$ cat src/rtl/edu_pkg.sv
// edu_pkg: shared types, codes and helpers for the edit distance unit.
// No dependencies; every other file uses it.
package edu_pkg;

    localparam int COST_W = 6;
    localparam int SYM_W  = 8;

    typedef logic [COST_W-1:0] t_cost;
    typedef logic [SYM_W-1:0]  t_sym;

    typedef enum logic [1:0] {
        KIND_REF = 2'd0,
        KIND_CMP = 2'd1,
        KIND_END = 2'd2
    } t_kind;

    // Wave token handed from cell to cell: one row update in flight.
    typedef struct packed {
        logic  valid;
        t_cost diag;
        t_cost left;
        t_sym  sym;
    } t_wave;

    // Per-cell control from the top level.
    typedef struct packed {
        logic init;
        logic clear;
        logic wr;
        t_sym sym;
    } t_cell_ctl;

    function automatic t_cost min3(input logic [COST_W:0] p, input logic [COST_W:0] q,
                                   input logic [COST_W:0] r);
        logic [COST_W:0] m;
        m = p;
        if (q < m) begin
            m = q;
        end
        if (r < m) begin
            m = r;
        end
        return m[COST_W-1:0];
    endfunction

endpackage

$ cat src/rtl/edu_in_if.sv
// edu_in_if: input channel of the edit distance unit (kind, symbol).
// Depends on edu_pkg for the field widths.
interface edu_in_if;
    logic                 valid;
    logic                 ready;
    logic [1:0]           kind;
    logic [edu_pkg::SYM_W-1:0] symbol;

    modport source (output valid, output kind, output symbol, input ready);
    modport sink   (input valid, input kind, input symbol, output ready);
endinterface

$ cat src/rtl/edu_out_if.sv
// edu_out_if: result channel of the edit distance unit (distance, error).
// Depends on edu_pkg for the field widths.
interface edu_out_if;
    logic                       valid;
    logic                       ready;
    logic [edu_pkg::COST_W-1:0] distance;
    logic                       error;

    modport source (output valid, output distance, output error, input ready);
    modport sink   (input valid, input distance, input error, output ready);
endinterface

$ cat src/rtl/edit_distance_unit.sv
// edit_distance_unit: Levenshtein distance over a chain of column cells.
// Depends on edu_pkg, edu_in_if, edu_out_if and edu_cell.
//
//   channel  | dir | payload          | beat meaning
//   ---------+-----+------------------+-------------------------------------
//   i_in     | in  | kind, symbol     | reference char, compared char or end
//   o_out    | out | distance, error  | one result per end beat
//
// A compared-string beat launches a wave token that walks the cell chain
// one cell per cycle, and the next beat is not taken until the token has
// passed the last reference column. Synchronous active-low reset clears
// the counters and the cell valid bits. The result sits in an output
// register; input is also held off while that register is full and not
// being taken.
module edit_distance_unit #(
    parameter int MAX_LEN = 32
) (
    input  logic      i_clk,
    input  logic      i_rst_n,
    edu_in_if.sink    i_in,
    edu_out_if.source o_out
);
    import edu_pkg::*;

    localparam int CW = $clog2(MAX_LEN + 1);

    logic [CW-1:0] r_ref_len;
    logic [CW-1:0] r_cmp_cnt;
    logic [CW-1:0] r_wave_cnt;
    logic          r_started;
    logic          r_err;
    t_wave         r_tok;
    logic          r_out_valid;
    t_cost         r_out_dist;
    logic          r_out_err;

    logic          accept;
    logic          take_ref;
    logic          take_cmp;
    logic          take_end;
    logic          drop;
    t_cost         n_dist;
    t_wave         w_wave [0:MAX_LEN];
    t_cost         w_cost [0:MAX_LEN-1];

    assign i_in.ready = (r_wave_cnt == '0) && (!r_out_valid || o_out.ready);
    assign accept     = i_in.valid && i_in.ready;

    // Decode the beat; drop late or overflowing characters and flag them.
    always_comb begin
        take_ref = 1'b0;
        take_cmp = 1'b0;
        take_end = 1'b0;
        drop     = 1'b0;
        if (accept) begin
            case (t_kind'(i_in.kind))
                KIND_REF: begin
                    if (r_started || r_ref_len >= CW'(MAX_LEN)) begin
                        drop = 1'b1;
                    end else begin
                        take_ref = 1'b1;
                    end
                end
                KIND_CMP: begin
                    if (r_cmp_cnt >= CW'(MAX_LEN)) begin
                        drop = 1'b1;
                    end else begin
                        take_cmp = 1'b1;
                    end
                end
                KIND_END: begin
                    take_end = 1'b1;
                end
                default: begin
                end
            endcase
        end
    end

    // Pick the distance: last active column, or a length for an empty string.
    always_comb begin
        n_dist = t_cost'(r_ref_len);
        if (r_cmp_cnt == '0) begin
            n_dist = t_cost'(r_ref_len);
        end else if (r_ref_len == '0) begin
            n_dist = t_cost'(r_cmp_cnt);
        end else begin
            for (int j = 0; j < MAX_LEN; j++) begin
                if (r_ref_len == CW'(j + 1)) begin
                    n_dist = w_cost[j];
                end
            end
        end
    end

    always_ff @(posedge i_clk) begin
        if (!i_rst_n) begin
            r_ref_len   <= '0;
            r_cmp_cnt   <= '0;
            r_wave_cnt  <= '0;
            r_started   <= 1'b0;
            r_err       <= 1'b0;
            r_tok.valid <= 1'b0;
            r_out_valid <= 1'b0;
        end else begin
            r_tok.valid <= take_cmp;
            if (take_cmp) begin
                // Hold off new beats until the token passes the last column.
                r_wave_cnt <= r_ref_len;
                r_cmp_cnt  <= r_cmp_cnt + CW'(1);
                r_started  <= 1'b1;
            end else if (r_wave_cnt != '0) begin
                r_wave_cnt <= r_wave_cnt - CW'(1);
            end
            if (take_ref) begin
                r_ref_len <= r_ref_len + CW'(1);
            end
            if (drop) begin
                r_err <= 1'b1;
            end
            if (take_end) begin
                r_out_valid <= 1'b1;
                r_ref_len   <= '0;
                r_cmp_cnt   <= '0;
                r_started   <= 1'b0;
                r_err       <= 1'b0;
            end else if (o_out.ready) begin
                r_out_valid <= 1'b0;
            end
        end
        if (take_cmp) begin
            r_tok.diag <= t_cost'(r_cmp_cnt);
            r_tok.left <= t_cost'(r_cmp_cnt) + t_cost'(1);
            r_tok.sym  <= i_in.symbol;
        end
    end

    always_ff @(posedge i_clk) begin
        if (take_end) begin
            r_out_dist <= n_dist;
            r_out_err  <= r_err || drop;
        end
    end

    assign w_wave[0] = r_tok;

    for (genvar j = 0; j < MAX_LEN; j++) begin : g_cell
        t_cell_ctl ctl;

        always_comb begin
            ctl.init  = take_cmp && !r_started;
            ctl.clear = take_end;
            ctl.wr    = take_ref && (r_ref_len == CW'(j));
            ctl.sym   = i_in.symbol;
        end

        edu_cell #(
            .IDX (j)
        ) u_cell (
            .i_clk   (i_clk),
            .i_rst_n (i_rst_n),
            .i_ctl   (ctl),
            .i_wave  (w_wave[j]),
            .o_wave  (w_wave[j+1]),
            .o_cost  (w_cost[j])
        );
    end

    assign o_out.valid    = r_out_valid;
    assign o_out.distance = r_out_dist;
    assign o_out.error    = r_out_err;

endmodule

$ cat src/rtl/edu_cell.sv
// edu_cell: one column of the edit distance row: reference char and cost.
// Depends on edu_pkg (t_wave, t_cell_ctl, min3).
module edu_cell #(
    parameter int IDX = 0
) (
    input  logic               i_clk,
    input  logic               i_rst_n,
    input  edu_pkg::t_cell_ctl i_ctl,
    input  edu_pkg::t_wave     i_wave,
    output edu_pkg::t_wave     o_wave,
    output edu_pkg::t_cost     o_cost
);
    import edu_pkg::*;

    logic  r_used;
    t_sym  r_ref;
    t_cost r_cost;
    t_wave r_wave;
    t_cost n_val;

    always_comb begin
        n_val = min3({1'b0, r_cost} + 7'd1,
                     {1'b0, i_wave.left} + 7'd1,
                     {1'b0, i_wave.diag} + {6'd0, (r_ref != i_wave.sym)});
    end

    always_ff @(posedge i_clk) begin
        if (!i_rst_n) begin
            r_used       <= 1'b0;
            r_wave.valid <= 1'b0;
        end else begin
            if (i_ctl.clear) begin
                r_used <= 1'b0;
            end else if (i_ctl.wr) begin
                r_used <= 1'b1;
            end
            r_wave.valid <= i_wave.valid;
        end
        // Old cost becomes the next cell's diagonal; new cost its left.
        r_wave.diag <= r_cost;
        r_wave.left <= n_val;
        r_wave.sym  <= i_wave.sym;
    end

    always_ff @(posedge i_clk) begin
        if (i_ctl.wr) begin
            r_ref <= i_ctl.sym;
        end
        if (i_ctl.init) begin
            r_cost <= t_cost'(IDX + 1);
        end else if (i_wave.valid && r_used) begin
            r_cost <= n_val;
        end
    end

    assign o_wave = r_wave;
    assign o_cost = r_cost;

endmodule

$ cat src/flat_wrapper.sv
// flat-port wrapper written by rule: the top's interface ports become plain ports
module edit_distance_unit_flat import edu_pkg::*;
#(
    parameter int MAX_LEN = 32
)
  (i_clk, i_rst_n, i_in_valid, i_in_kind, i_in_symbol, i_in_ready, o_out_valid, o_out_distance, o_out_error, o_out_ready);
  edu_in_if i_in_i ();
  edu_out_if o_out_i ();
  input  logic i_clk;
  input  logic i_rst_n;
  input wire logic [$bits(i_in_i.valid)-1:0] i_in_valid;
  input wire logic [$bits(i_in_i.kind)-1:0] i_in_kind;
  input wire logic [$bits(i_in_i.symbol)-1:0] i_in_symbol;
  output wire logic [$bits(i_in_i.ready)-1:0] i_in_ready;
  output wire logic [$bits(o_out_i.valid)-1:0] o_out_valid;
  output wire logic [$bits(o_out_i.distance)-1:0] o_out_distance;
  output wire logic [$bits(o_out_i.error)-1:0] o_out_error;
  input wire logic [$bits(o_out_i.ready)-1:0] o_out_ready;
  assign i_in_i.valid = i_in_valid;
  assign i_in_i.kind = i_in_kind;
  assign i_in_i.symbol = i_in_symbol;
  assign i_in_ready = i_in_i.ready;
  assign o_out_valid = o_out_i.valid;
  assign o_out_distance = o_out_i.distance;
  assign o_out_error = o_out_i.error;
  assign o_out_i.ready = o_out_ready;
  edit_distance_unit #(.MAX_LEN(MAX_LEN)) u_core (.i_clk(i_clk), .i_rst_n(i_rst_n), .i_in(i_in_i), .o_out(o_out_i));
endmodule
$ cat config.mk
export PLATFORM = sky130hd
export DESIGN_NAME = edit_distance_unit_flat
export DESIGN_NICKNAME = d
export VERILOG_FILES = /design/src/rtl/edu_pkg.sv /design/src/rtl/edu_in_if.sv /design/src/rtl/edu_out_if.sv /design/src/rtl/edit_distance_unit.sv /design/src/rtl/edu_cell.sv /design/src/flat_wrapper.sv
export SDC_FILE = /design/constraint.sdc
export NUM_CORES = 2
export LEC_CHECK = 0
export BUFFER_PORTS_ARGS = -buffer_cell sky130_fd_sc_hd__clkbuf_2
export CORE_ASPECT_RATIO = 1.2
export CORE_UTILIZATION = 40
export CTS_BUF_LIST = sky130_fd_sc_hd__clkbuf_16
export DETAILED_ROUTE_END_ITERATION = 8
export GPL_TIMING_DRIVEN = 1
export SETUP_SLACK_MARGIN = 0.05
export SLEW_MARGIN = 20
export SYNTH_ARGS = -nofsm -noshare
export SYNTH_HDL_FRONTEND = slang
export SYNTH_HIERARCHICAL = 1
export SYNTH_SLANG_ARGS = --single-unit
export TNS_END_PERCENT = 30
$ cat constraint.sdc
create_clock -name i_clk -period 9.85 [get_ports i_clk]
set_input_delay 1.97 -clock i_clk [delete_from_list [all_inputs] [get_ports i_clk]]
set_output_delay 1.97 -clock i_clk [all_outputs]
set_load 0.05 [all_outputs]
==> run metrics <==
outcome=finished clean; Worst Hold Launch=u_core/g_cell[14].u_cell/o_wave[1]; Sink Count=1180; worst slew pin tran=1130 ps; antenna violations before repair=7; CP Cell Sequence=ha_1, xor2_1, inv_1, ha_1, o21a_1, nor2_1, a2111oi_2, nor3_2, mux2i_1, ha_1, a211o_1, a211oi_1, o31ai_2, o21ai_2, mux2_2, a21bo_1; fin crit period=4910 ps; Final Setup Violations=0; GR Util All Layers=20.9%; initial core utilization=40.4%; clk_skew=35.9 ps; H-tree depth=3; HP Class=flop to flop; synthesized area=63300 µm²; CTS tree=built; Tcrit/Tclk final=49.8%; Critical Path Source Type=flop; Hold Path End=u_core/g_cell[15].u_cell/o_wave[1]; hold path cells=0; CTS Root Cell=clkbuf_16; Skew-Pair Late Insertion Delay=750 ps; synth warn=6; CP Max Fanout=12; Worst R2R End=u_core/g_cell[1].u_cell/o_cost[1]; hpwl dp=127 mm; Worst Setup Path Type=flop to flop; f_max=204 MHz; die area=160000 µm²; number of global-route vias before repair=46.2k; GP Congestion=0.891; Filler Cell Count=15.1k; fin nets=6669; Area Overhead vs Synth=10.1%; RSZ-0062 raised after global routing=false; Longest Clk Path Bufs=3; Slew Viols, Final=0; port bufs=22; Fin. Hold Viols=0; cell count after synthesis=6091; Ports=23; required time of the critical path=10470 ps; max_cap viols=0; cells on worst reg2reg path=16; vias=47.1k; Clock transition at path regs=60 ps; Routed WL=170 mm; drc violations=0; CP startpoint=u_core/g_cell[1].u_cell/o_cost[0]; WL per Instance=20.3 µm; vias per cell=5.63; FF-to-FF setup slack=4940 ps; reg-to-reg startpoint=u_core/g_cell[1].u_cell/o_cost[0]; DR iter-0 viols=2831; first-pass GRT wire length=263 mm; layout cells sized above 1=9.57%; Overflow after GRT=0; number of setup buffers added after CTS=0; post-route ant nets=0; max incr delay on CP=550 ps; clock buffer count from CTS=116; arrival time worst endpoint=5530 ps; DIE HEIGHT=438 µm; Core ar.=157000 µm²; synthesized area per cell=10.4 µm²; Synth Net Count=6592; largest net degree at the start of global routing=146; cts repair resizes=0; setup_tns=0 ps; Hold-fix buffers, CTS=0; Worst path most repeated cell=ha_1; slowest library cell on the worst path=dfxtp_1; worst rel slew slack=22.7%; CP Capture Type=flop; First-pass DRT Iterations=6; Die Wd=365 µm; FP Rows=159
==> metal layers <==
layer | global-route usage (%) | part of all wire, % | wire [µm]
met5 | 0 | 0.018 | 31
met2 | 37.9 | 51 | 86200
met1 | 25.2 | 42 | 71700
met4 | 7.41 | 3.4 | 5710
met3 | 2.39 | 3.8 | 6530
==> worst max-delay path: cells and delay by family (launching register included) <==
kind	cells	cell delay [ps]
AND/OR/NAND/NOR	2	590
multiplexers	2	790
XOR/XNOR	1	200
adder cells (fa/ha/maj)	3	880
buffers and inverters	1	70
flip-flops	1	550
AO/OA/AOI/OAI	7	1720
==> stage by stage <==
step	hold WS, ps	utilization, %	instance area [µm²]	setup slack [ps]	cells
2_1_floorplan	349	-	63300	331	6091
3_3_place_gp	352	42.0	65900	4950	8143
3_5_place_dp	354	42.0	65900	4860	8143
4_1_cts	345	44.5	69700	4960	8365
5_1_grt	349	44.5	69800	4640	8366
6_report	348	44.5	69800	4940	8366
==> layout make-up <==
cell class,instances,area (µm²),share of cell area (%)
Sequential cell,1180,26500,37.9
Inverter,269,1010,1.45
Clock buffer,122,3050,4.38
Timing Repair Buffer,54,365,0.524
Multi-Input combinational cell,4547,35400,50.8
Antenna cell,1,2.50,0.00359
Clock inverter,100,807,1.16
Tap cell,2093,2620,3.75
==> worst max-delay path by stage <==
stage | endpoint | depth (start not counted)
floorplan | u_core/g_cell[3].u_cell/o_cost[3] | 7
global placement | u_core/g_cell[17].u_cell/o_cost[3] | 8
detailed placement | u_core/g_cell[17].u_cell/o_cost[3] | 8
CTS | u_core/g_cell[1].u_cell/o_cost[1] | 16
global route | u_core/g_cell[1].u_cell/o_cost[1] | 16
finish | u_core/g_cell[1].u_cell/o_cost[1] | 16
==> flip-flops by register name, indices dropped and copies added (netlist names) <==
| name | count |
|---|---|
| u_core/g_cell.u_cell/o_cost | 192 |
| u_core/g_cell.u_cell/o_wave | 651 |
| u_core/g_cell.u_cell/r_ref | 256 |
| u_core/g_cell.u_cell/r_used | 32 |
| u_core/o_out.distance | 6 |
| u_core/o_out.error | 1 |
| u_core/o_out.valid | 1 |
| u_core/r_cmp_cnt | 6 |
| u_core/r_err | 1 |
| u_core/r_ref_len | 6 |
| u_core/r_started | 1 |
| u_core/r_tok | 21 |
| u_core/r_wave_cnt | 6 |
==> cells in the final DEF, fill, tap and decap left out, types with 28 or more instances in the layout <==
| master | instances |
|---|---|
| o31ai_1 | 63 |
| dfxtp_1 | 897 |
| a211o_1 | 58 |
| and3_1 | 162 |
| o21ai_1 | 34 |
| xnor2_1 | 182 |
| a21bo_1 | 49 |
| nand2_1 | 332 |
| a211oi_1 | 52 |
| o21ai_0 | 100 |
| ha_1 | 484 |
| buf_4 | 32 |
| edfxtp_1 | 283 |
| nand2b_4 | 31 |
| o211ai_1 | 31 |
| clkbuf_16 | 122 |
| inv_1 | 298 |
| nand4_1 | 45 |
| nor3b_1 | 73 |
| xnor2_2 | 30 |
| a32o_1 | 28 |
| xor2_1 | 432 |
| mux2_2 | 36 |
| o311ai_1 | 29 |
| nand3b_1 | 38 |
| and2_1 | 57 |
| a21o_1 | 104 |
| a2111oi_4 | 33 |
| a31oi_1 | 48 |
| o41ai_1 | 58 |
| nor2_1 | 361 |
| o21a_1 | 95 |
| nor4_1 | 114 |
| a21oi_1 | 271 |
| nand3_1 | 385 |
| mux2i_1 | 143 |
| nor3_1 | 86 |
Power is left out: the tool's default activity adds up to more than one toggle a clock period on the data nets, which glitch-free logic cannot reach.
